`src/hw/rtl/ntt_pkg.sv`:
```
// ----------------------------------------------------------------------------
// ntt_pkg
// Shared constants, types and modular helpers for the NTT block.
// ----------------------------------------------------------------------------
package ntt_pkg;

  localparam int unsigned MAX_LOG_SIZE_DEF = 10;
  localparam int unsigned VAL_W = 30;
  localparam int unsigned LG_W  = 5;
  localparam int unsigned ROOT_LOG = 23;

  localparam logic [VAL_W-1:0] MOD    = 30'd998244353;
  localparam logic [VAL_W-1:0] MOD_M1 = 30'd998244352;
  localparam logic [VAL_W-1:0] ROOT   = 30'd15311432;
  localparam logic [VAL_W-1:0] IROOT  = 30'd469870224;
  localparam logic [VAL_W-1:0] ONE    = 30'd1;

  localparam logic CMD_PUSH = 1'b0;
  localparam logic CMD_POP  = 1'b1;

  localparam logic REG_INVERSE  = 1'b0;
  localparam logic REG_LOG_SIZE = 1'b1;

  typedef struct packed {
    logic             start;
    logic [VAL_W-1:0] a;
    logic [VAL_W-1:0] b;
  } mul_req_t;

  typedef struct packed {
    logic             done;
    logic             busy;
    logic [VAL_W-1:0] prod;
  } mul_rsp_t;

  function automatic logic [VAL_W-1:0] mod_add(input logic [VAL_W-1:0] a,
                                               input logic [VAL_W-1:0] b);
    logic [VAL_W:0] s;
    s = {1'b0, a} + {1'b0, b};
    if (s >= {1'b0, MOD}) s = s - {1'b0, MOD};
    return s[VAL_W-1:0];
  endfunction

  function automatic logic [VAL_W-1:0] mod_sub(input logic [VAL_W-1:0] a,
                                               input logic [VAL_W-1:0] b);
    logic [VAL_W:0] s;
    if (a >= b) s = {1'b0, a} - {1'b0, b};
    else        s = {1'b0, a} + {1'b0, MOD} - {1'b0, b};
    return s[VAL_W-1:0];
  endfunction

endpackage

```
`src/hw/rtl/ntt_mulmod.sv`:
```
// ----------------------------------------------------------------------------
// ntt_mulmod
// Bit-serial modular multiplier, one multiplier bit per cycle, MSB first.
// ----------------------------------------------------------------------------
module ntt_mulmod (
  input  logic              clk,
  input  logic              rst_n,
  input  ntt_pkg::mul_req_t req,
  output ntt_pkg::mul_rsp_t rsp
);

  logic [ntt_pkg::VAL_W-1:0] a_r, a_nxt;
  logic [ntt_pkg::VAL_W-1:0] b_r, b_nxt;
  logic [ntt_pkg::VAL_W-1:0] acc_r, acc_nxt;
  logic [ntt_pkg::LG_W-1:0]  cnt_r, cnt_nxt;
  logic                      busy_r, busy_nxt;
  logic                      done_r, done_nxt;
  logic [ntt_pkg::VAL_W:0]   d1, d2;

  always_comb begin
    d1 = {acc_r, 1'b0};
    if (d1 >= {1'b0, ntt_pkg::MOD}) d1 = d1 - {1'b0, ntt_pkg::MOD};
    d2 = d1;
    if (b_r[ntt_pkg::VAL_W-1]) d2 = d1 + {1'b0, a_r};
    if (d2 >= {1'b0, ntt_pkg::MOD}) d2 = d2 - {1'b0, ntt_pkg::MOD};

    a_nxt    = a_r;
    b_nxt    = b_r;
    acc_nxt  = acc_r;
    cnt_nxt  = cnt_r;
    busy_nxt = busy_r;
    done_nxt = 1'b0;
    if (busy_r) begin
      acc_nxt = d2[ntt_pkg::VAL_W-1:0];
      b_nxt   = {b_r[ntt_pkg::VAL_W-2:0], 1'b0};
      cnt_nxt = cnt_r - 1'b1;
      if (cnt_r == '0) begin
        busy_nxt = 1'b0;
        done_nxt = 1'b1;
      end
    end else if (req.start) begin
      a_nxt    = req.a;
      b_nxt    = req.b;
      acc_nxt  = '0;
      cnt_nxt  = ntt_pkg::LG_W'(ntt_pkg::VAL_W - 1);
      busy_nxt = 1'b1;
    end
  end

  always_ff @(posedge clk) begin
    a_r   <= a_nxt;
    b_r   <= b_nxt;
    acc_r <= acc_nxt;
    cnt_r <= cnt_nxt;
    if (!rst_n) begin
      busy_r <= 1'b0;
      done_r <= 1'b0;
    end else begin
      busy_r <= busy_nxt;
      done_r <= done_nxt;
    end
  end

  assign rsp.done = done_r;
  assign rsp.busy = busy_r;
  assign rsp.prod = acc_r;

endmodule

```
`config.mk`:
```
export PLATFORM = sky130hd
export DESIGN_NAME = ntt_mulmod
export DESIGN_NICKNAME = d
export VERILOG_FILES = /design/src/hw/rtl/ntt_pkg.sv /design/src/hw/rtl/ntt_mulmod.sv
export SDC_FILE = /design/constraint.sdc
export NUM_CORES = 1
export LEC_CHECK = 0
export ABC_CLOCK_PERIOD_IN_PS = 14300
export BUFFER_PORTS_ARGS = -buffer_cell sky130_fd_sc_hd__buf_2
export CORE_MARGIN = 2
export CORE_UTILIZATION = 55
export DETAILED_ROUTE_END_ITERATION = 7
export GPL_TIMING_DRIVEN = 0
export PLACE_DENSITY_LB_ADDON = 0.08
export REMOVE_ABC_BUFFERS = 1
export SYNTH_ARGS = -nofsm -noshare
export SYNTH_HDL_FRONTEND = slang
export SYNTH_SLANG_ARGS = --single-unit
```
`constraint.sdc`:
```
create_clock -name clk -period 14.3 [get_ports clk]
set_clock_uncertainty 0.15 [all_clocks]
set_input_delay 2.86 -clock clk [delete_from_list [all_inputs] [get_ports clk]]
set_output_delay 2.86 -clock clk [all_outputs]
set_load 0.02 [all_outputs]
```
==> results of run 1 <==
## worst register-to-register path: stages, from the launching register on
cell and delay (ns):
edfxtp_1 0.50, inv_1 0.14, ha_1 0.23, or3b_1 0.48, nor4_2 0.67, nand3_4 0.27, nand2_2 0.34, clkinv_1 0.27
xnor2_1 0.39, ha_1 0.23, a21o_1 0.13, nand4_1 0.24, a2111oi_1 1.04, nor4bb_1 0.33, or4_1 0.51, a211oi_1 0.37
a311oi_1 0.17, o211a_1 0.34, a311oi_4 0.77, buf_8 0.26, nand4_1 0.11, nor3b_1 0.20
## sequential cells by signal (all words and copies together), names as in the netlist
signal	flops
a_r	30
acc_r	30
b_r	30
busy_r	1
cnt_r	5
done_r	1
## synthesized netlist by cell type, types with 4 or more instances
master	instances	area, µm²
a211o_1	4	35.0
a211oi_1	13	97.6
a21o_1	14	105
a21oi_1	57	285
a22o_1	30	263
a311oi_1	4	35.0
a31o_2	8	70.1
a31oi_1	13	81.3
and2_1	7	43.8
and3_1	9	56.3
and4_1	8	70.1
buf_1	4	15.0
buf_2	4	20.0
clkbuf_1	36	135
edfxtp_1	94	2820
ha_1	34	425
inv_1	16	60.1
mux2i_1	11	110
nand2_1	68	255
nand2b_1	6	37.5
nand3_1	17	85.1
nand4_1	19	119
nor2_1	68	255
nor3_1	36	180
nor3b_1	10	75.1
nor4_1	14	87.6
o211ai_1	12	90.1
o21a_1	14	105
o21ai_0	36	180
o31a_1	7	61.3
o31ai_1	12	90.1
or2_2	6	37.5
or3_1	17	106
or4_1	8	60.1
xnor2_1	22	193
xor2_1	14	123
## worst max path at each step
stage	to	slack (ns)	depth (start not counted)
finish	acc_r[15]$_SDFFCE_PN0P_	5.86	21
global route	acc_r[15]$_SDFFCE_PN0P_	5.43	21
CTS	acc_r[15]$_SDFFCE_PN0P_	5.84	21
detailed placement	acc_r[15]$_SDFFCE_PN0P_	5.95	21
global placement	acc_r[28]$_SDFFCE_PN0P_	5.13	17
floorplan	acc_r[22]$_SDFFCE_PN0P_	7.36	21
## power breakdown
| group | internal (mW) | total, mW | switching (mW) |
|---|---|---|---|
| clock | 0.125 | 0.256 | 0.131 |
| combinational | 0.199 | 0.542 | 0.343 |
| sequential | 0.349 | 0.387 | 0.0379 |
## per-layer routing
| layer | vias up | routed length, µm | track usage |
|---|---|---|---|
| li1 | 3425 | - | - |
| met1 | 3414 | 9990 | 0.415 |
| met2 | 346 | 10700 | 0.492 |
| met3 | 38 | 1660 | 0.0497 |
| met4 | 0 | 465 | 0.0963 |
| met5 | - | 0 | 0 |
## logic make-up after synthesis
logic type,count (synthesis),synth area share
AO/OA/AOI/OAI,269,0.247
XOR/XNOR,36,0.0408
flip-flops,97,0.373
adder cells (fa/ha/maj),35,0.0576
AND/OR/NAND/NOR,321,0.228
buffers and inverters,66,0.0351
multiplexers,14,0.0186
## metrics by stage
| stage | std cells | hold WS (ns) |
|---|---|---|
| 5_1_grt | 1086 | 0.418 |
| 3_5_place_dp | 1070 | 0.348 |
| 3_3_place_gp | 1064 | 0.326 |
| 2_1_floorplan | 790 | 0.311 |
| 6_report | 1086 | 0.370 |
| 4_1_cts | 1086 | 0.366 |
## cell type report
cell class | instances | area (µm²) | area share
timing repair buffer | 100 | 583 | 0.0672
sequential | 97 | 2880 | 0.333
tap | 180 | 225 | 0.0260
clock inverter | 7 | 77.6 | 0.00895
inverter | 18 | 67.6 | 0.00779
clock buffer | 9 | 225 | 0.0260
multi-input combinational | 675 | 4610 | 0.532
==> results_dict.tcl, run 1 <==
set metrics [dict create \
    ctsResizeCount 0 \
    viasPerCell 6.65 \
    wirelength_um 22800 \
    async_flop_share 0 \
    nNetsFinal 999 \
    grt_pass1_vias 6574 \
    syn-cell-area_um2 7740 \
    wire_per_inst_um 21.0 \
    cp.required_ns 14.23 \
    clockBufferDepth 2 \
    postCtsSetupBuffers 0 \
    p_per_area_nw_per_um2 137 \
    syn_area_per_cell_um2 9.23 \
    reg2reg_to "acc_r[15]$_SDFFCE_PN0P_" \
    r2r_slack_ns 5.86 \
    ant_nets 0 \
    grt_antenna_before_repair 0 \
    final_cell_area_um2 8670 \
    initial_core_util 0.559 \
    drt_first_pass_iters 6 \
    min-delay-start "b_r[0]$_SDFFE_PP0P_" \
    netlist_instances 838 \
    maxCapViolCount 0 \
    critPathLaunchType "flip-flop" \
    p_leak_nw 3.36 \
    gr-total-overflow 0 \
    worst_slack_ns 5.86 \
    drc 0 \
    critPathLaunch "acc_r[0]$_SDFFCE_PN0P_" \
    cts_buffers 9 \
    min-delay-path-class "reg -> reg" \
    critPathBufInv 3 \
    track_usage 0.304 \
    setup_viol 0 \
    grt_max_degree 66 \
    irDropWorstVdd_uv 73.6 \
    slew_headroom 0.218 \
    syn2layout_area_growth_pct 12.1 \
    regToRegStartpoint "acc_r[0]$_SDFFCE_PN0P_" \
    min_path_cells 2 \
    drive_above_1_share 0.172 \
    rsz0062_at_grt "false" \
    hold_end "b_r[0]$_SDFFE_PP0P_" \
    rows 43 \
    clock_sinks 97 \
    yosysSeqAreaShare 0.373 \
    initialDrtViolationCount 830 \
    worstPathArrival_ns 8.37 \
    yosysUniqueCellTypes 88 \
    cpMaxStageDelayCell "a2111oi_1" \
    path_cells "inv_1, ha_1, or3b_1, nor4_2, nand3_4, nand2_2, clkinv_1, xnor2_1, ha_1, a21o_1, nand4_1, a2111oi_1, nor4bb_1, or4_1, a211oi_1, a311oi_1, o211a_1, a311oi_4, buf_8, nand4_1, nor3b_1" \
    die-width_um 123 \
    fill_cells 1182 \
    period_share 0.590 \
    final_cell_mix "94 x edfxtp_1, 94 x buf_2, 68 x nor2_1, 68 x nand2_1, 57 x a21oi_1" \
    synth_ff_type "edfxtp_1" \
    fin_setup_tns_ns 0 \
    place.gp.congestion 0.892 \
    die_y_um 123 \
    timing.final.crit_period_ns 8.44 \
    path_clk_slew_ns 0.08 \
    end_kind "flip-flop" \
    max_stage_delay_ns 1.04 \
    dp_hpwl_um 16600 \
    maxSlewViolCount 0 \
    die-area_um2 15000 \
    htree_levels 3 \
    status "complete, no violations" \
    num_antenna_cells 0 \
    via_count 7223 \
    path_class "reg -> reg" \
    ios 95 \
    r2r_cells 21 \
    cts_root_buf "clkbuf_16" \
    final_core_util 0.627 \
    cts_tree "done" \
    cp_max_fo 18 \
    clock.fmax_mhz 119 \
    grt_pass1_wl_um 35000 \
    dpl_cell_area_um2 8370 \
    port_buffers 94 \
    clk_latency_ns 0.37 \
    power_mw 1.19 \
    core_area_um2 13800 \
    ys_seq_elements 97 \
    ys.warnings.count 0 \
    synth_edf_count 94 \
    dp_slack_ns 5.95 \
    worstMarginPinSlew_ns 1.16 \
    holdBufCountCts 0 \
    critPathTopFamily "simple AND/OR/NAND/NOR gates" \
    finalHoldViolCount 0 \
]
(Power assumes the default switching activity.)
==> inputs of run 2 (changes only) <==
Settings changed: ABC_CLOCK_PERIOD_IN_PS 14300 to 8850.
Clock period 14.3 ns to 8.85 ns, I/O delays scaled along.
==> results_dict.tcl, run 2 (synthesized netlist as in run 1, its figures left out) <==
set metrics [dict create \
    final_cell_mix "94 x edfxtp_1, 94 x buf_2, 68 x nor2_1, 68 x nand2_1, 57 x a21oi_1" \
    syn2layout_area_growth_pct 12.2 \
    worstPathArrival_ns 8.01 \
    cts_root_buf "clkbuf_16" \
    final_cell_area_um2 8680 \
    die-width_um 123 \
    reg_top3 "a_r: 30 flops, acc_r: 30 flops, b_r: 30 flops" \
    dpl_cell_area_um2 8370 \
    clockBufferDepth 2 \
    cp_max_fo 17 \
    path_cells "inv_1, ha_1, or3b_1, nor4_2, nand3_4, nand2_2, clkinv_1, nand2_1, xnor2_1, ha_1, a21oi_1, o22ai_1, o21a_1, nor4bb_1, nor4_1, o21ba_2, o211ai_1, nor4_2, a311o_1, o31ai_1, nor3b_1" \
    clock_sinks 97 \
    p_leak_nw 3.36 \
    path_class "reg -> reg" \
    grt_antenna_before_repair 0 \
    timing.final.crit_period_ns 8.09 \
    via_count 7236 \
    wire_per_inst_um 21.0 \
    viasPerCell 6.66 \
    grt_pass1_wl_um 35000 \
    grt_pass1_vias 6574 \
    ios 95 \
    place.gp.congestion 0.892 \
    min-delay-path-class "reg -> reg" \
    regArea_um2 2880 \
    p_per_area_nw_per_um2 221 \
    maxCapViolCount 0 \
    clk_latency_ns 0.37 \
    max_stage_delay_ns 0.87 \
    maxSlewViolCount 0 \
    final_core_util 0.628 \
    rsz0062_at_grt "false" \
    irDropWorstVdd_uv 119 \
    fill_cells 1181 \
    initial_core_util 0.559 \
    cts_buffers 9 \
    cts_tree "done" \
    worstMarginPinSlew_ns 1.16 \
    setup_viol 0 \
    slew_headroom 0.219 \
    critPathLaunchType "flip-flop" \
    track_usage 0.304 \
    dp_hpwl_um 16600 \
    finalHoldViolCount 0 \
    grt_max_degree 66 \
    nNetsFinal 999 \
    hold_ws_ns 0.369 \
    postCtsSetupBuffers 0 \
    num_antenna_cells 0 \
    htree_levels 3 \
    die-area_um2 15000 \
    path_clk_slew_ns 0.08 \
    cp.required_ns 8.77 \
    wirelength_um 22800 \
    core_area_um2 13800 \
    status "complete, no violations" \
    gr-total-overflow 0 \
    initialDrtViolationCount 896 \
    clock.fmax_mhz 124 \
    critPathTopFamily "simple AND/OR/NAND/NOR gates" \
    critPathBufInv 2 \
    cpMaxStageDelayCell "nor4bb_1" \
    die_y_um 123 \
    drive_above_1_share 0.173 \
    drt_first_pass_iters 6 \
    rows 43 \
    multi_input_area_um2 4610 \
    end_kind "flip-flop" \
    ant_nets 0 \
    drc 0 \
    port_buffers 94 \
    period_share 0.914 \
]
## run 2: cell types whose count changed in the layout (fill, tap and decap cells not counted)
cell / previous run / this run
a2111oi_1: 1 / 0
a2111oi_2: 0 / 1
## run 2: tightest hold or removal path: stages (launching register included)
cell and delay [ns]:
dfxtp_1 0.34, mux2i_1 0.07, nor2_1 0.08
## run 2: final timing paths
path / from / end / slack (ns) / cells past startpoint
max: acc_r[0]$_SDFFCE_PN0P_ / acc_r[16]$_SDFFCE_PN0P_ / 0.76 / 21
min: b_r[0]$_SDFFE_PP0P_ / b_r[0]$_SDFFE_PP0P_ / 0.37 / 2
max reg2reg: acc_r[0]$_SDFFCE_PN0P_ / acc_r[16]$_SDFFCE_PN0P_ / 0.76 / 21
min reg2reg: b_r[0]$_SDFFE_PP0P_ / b_r[0]$_SDFFE_PP0P_ / 0.37 / 2
## run 2: cell type report
type                    instances  share of cell area
multi-input cells             675               0.532
flip-flops and latches         97               0.332
repair buffers                100              0.0672
clock buffers                   9              0.0260
well taps                     180              0.0260
clock inverters                 7             0.00894
inverters                      18             0.00779
## run 2: stage by stage
stage | TNS, ns | setup slack, ns | total power, mW | instances
finish | 0 | 0.758 | 1.92 | 1086
global route | 0 | 0.276 | 2.02 | 1086
detailed placement | 0 | 0.505 | 1.48 | 1070
global placement | -3.75 | -0.324 | 1.44 | 1064
CTS | 0 | 0.395 | 1.90 | 1086
floorplan | 0 | 1.91 | 1.23 | 790
## run 2: timing repair
action	in CTS	in global routing
setup endpoints to repair	0	2
hold buffers	0	0
gates resized for setup	0	1
## run 2: layer usage
metal	track usage	up-vias	share of wire	routed length [µm]
met3	0.0497	32	0.079	1800
met1	0.415	3436	0.43	9780
met2	0.492	346	0.47	10800
li1	-	3422	-	-
met4	0.0963	0	0.019	432
met5	0	-	0	0
## run 2: power breakdown
| group | internal (mW) | switching [mW] |
|---|---|---|
| clock network | 0.202 | 0.214 |
| registers | 0.565 | 0.0615 |
| logic | 0.321 | 0.555 |
| total | 1.09 | 0.831 |
==> inputs of run 3 (changes only) <==
Settings changed: CORE_MARGIN 2 to not set.
==> results_dict.tcl, run 3 (synthesized netlist as in run 1, its figures left out) <==
set metrics [dict create \
    grt_pass1_vias 6639 \
    clockBufferDepth 2 \
    critPathLaunchType "flip-flop" \
    final_cell_mix "94 x edfxtp_1, 94 x buf_2, 68 x nor2_1, 68 x nand2_1, 57 x a21oi_1" \
    maxCapViolCount 0 \
    fill_cells 1128 \
    reg_top3 "a_r: 30 flops, acc_r: 30 flops, b_r: 30 flops" \
    clk_latency_ns 0.37 \
    min-delay-path-class "reg -> reg" \
    place.gp.congestion 0.873 \
    wl_met1_um 9550 \
    clock.fmax_mhz 126 \
    end_kind "flip-flop" \
    drive_above_1_share 0.171 \
    syn2layout_area_growth_pct 12.1 \
    dp.cells 1065 \
    worstPathArrival_ns 7.89 \
    fin_setup_tns_ns 0 \
    num_antenna_cells 0 \
    nNetsFinal 999 \
    maxSlewViolCount 0 \
    irDropWorstVdd_uv 133 \
    rows 42 \
    wirelength_um 22300 \
    rsz0062_at_grt "false" \
    finalHoldViolCount 0 \
    initial_core_util 0.573 \
    port_buffers 94 \
    holdBufCountCts 0 \
    path_class "reg -> reg" \
    p_per_area_nw_per_um2 222 \
    viasPerCell 6.75 \
    clock_sinks 97 \
    worst_slack_ns 0.886 \
    cp_max_fo 18 \
    initialDrtViolationCount 861 \
    worstMarginPinSlew_ns 1.10 \
    slew_headroom 0.260 \
    track_usage 0.308 \
    ios 95 \
    postCtsSetupBuffers 0 \
    min_path_cells 2 \
    timing.final.crit_period_ns 7.96 \
    multi_input_area_um2 4610 \
    r2r_cells 21 \
    grt_max_degree 66 \
    cts_tree "done" \
    reg2reg_to "acc_r[15]$_SDFFCE_PN0P_" \
    cp.required_ns 8.78 \
    cts_buffers 9 \
    min-delay-start "b_r[0]$_SDFFE_PP0P_" \
    drt_first_pass_iters 5 \
    grt_pass1_wl_um 34200 \
    period_share 0.900 \
    gr-total-overflow 0 \
    die_y_um 121 \
    setup_viol 0 \
    htree_levels 3 \
    cts_root_buf "clkbuf_16" \
    critPathLaunch "acc_r[0]$_SDFFCE_PN0P_" \
    regToRegStartpoint "acc_r[0]$_SDFFCE_PN0P_" \
    dr_wl_met2_um 10100 \
    hold_end "b_r[0]$_SDFFE_PP0P_" \
    die-width_um 121 \
    ctsResizeCount 0 \
    routed-wl-met3_um 1890 \
    core_area_um2 13500 \
    path_clk_slew_ns 0.08 \
    finalNonFillerCells 1082 \
    drc 0 \
    grt_antenna_before_repair 0 \
    via_count 7302 \
    status "complete, no violations" \
    dp_slack_ns 0.666 \
    r2r_slack_ns 0.89 \
    ant_nets 0 \
    wire_per_inst_um 20.6 \
    p_leak_nw 3.36 \
    regArea_um2 2880 \
    dp_hpwl_um 16200 \
    die-area_um2 14500 \
    highest_layer "met4" \
]
## run 3: worst max path at each step
stage	to	slack, ns	cells past startpoint
after detailed placement	acc_r[15]$_SDFFCE_PN0P_	0.67	21
after CTS	acc_r[15]$_SDFFCE_PN0P_	0.58	21
final	acc_r[15]$_SDFFCE_PN0P_	0.89	21
after global routing	acc_r[15]$_SDFFCE_PN0P_	0.43	21
after floorplan	acc_r[22]$_SDFFCE_PN0P_	1.91	21
after global placement	acc_r[28]$_SDFFCE_PN0P_	-0.29	17
## run 3: cell type report
type,count,share of cell area
Timing Repair Buffer,100,0.0669
Tap cell,176,0.0254
Multi-Input combinational cell,675,0.532
Inverter,18,0.00779
Sequential cell,97,0.333
Clock inverter,6,0.00938
Clock buffer,10,0.0264
## run 3: metrics by stage
stage / hold WS, ns / utilization / total power [mW] / area (µm²)
6_report: 0.357 / 0.642 / 1.93 / 8670
5_1_grt: 0.403 / 0.642 / 2.02 / 8670
4_1_cts: 0.364 / 0.642 / 1.90 / 8670
3_5_place_dp: 0.346 / 0.619 / 1.48 / 8360
3_3_place_gp: 0.327 / 0.609 / 1.44 / 8220
2_1_floorplan: 0.311 / - / 1.23 / 7530
## run 3: layer usage
metal  GRT usage  vias up
met5           0        -
met1       0.410     3439
met2       0.476      385
li1            -     3425
met3      0.0764       53
met4       0.134        0
## run 3: worst max-delay path: stages (launching register included)
cell      delay [ns]
edfxtp_1        0.47
inv_1           0.14
ha_1            0.21
or3b_1          0.49
nor4_2          0.63
nand3_4         0.27
nand2_2         0.35
clkinv_1        0.29
xnor2_1         0.25
fa_1            0.48
a21o_1          0.22
a2111o_1        0.41
o211ai_1        0.18
o21ai_0         0.14
a211oi_1        0.47
and3_1          0.40
nand2_1         0.11
or4_1           0.61
a311oi_4        0.83
buf_8           0.25
nand4_1         0.10
nor3b_1         0.20
## run 3: where the power goes
| group | leakage [nW] | internal [mW] | switching (mW) |
|---|---|---|---|
| sequential | 0.981 | 0.565 | 0.0618 |
| combinational | 2.23 | 0.320 | 0.549 |
| clock | 0.151 | 0.227 | 0.203 |
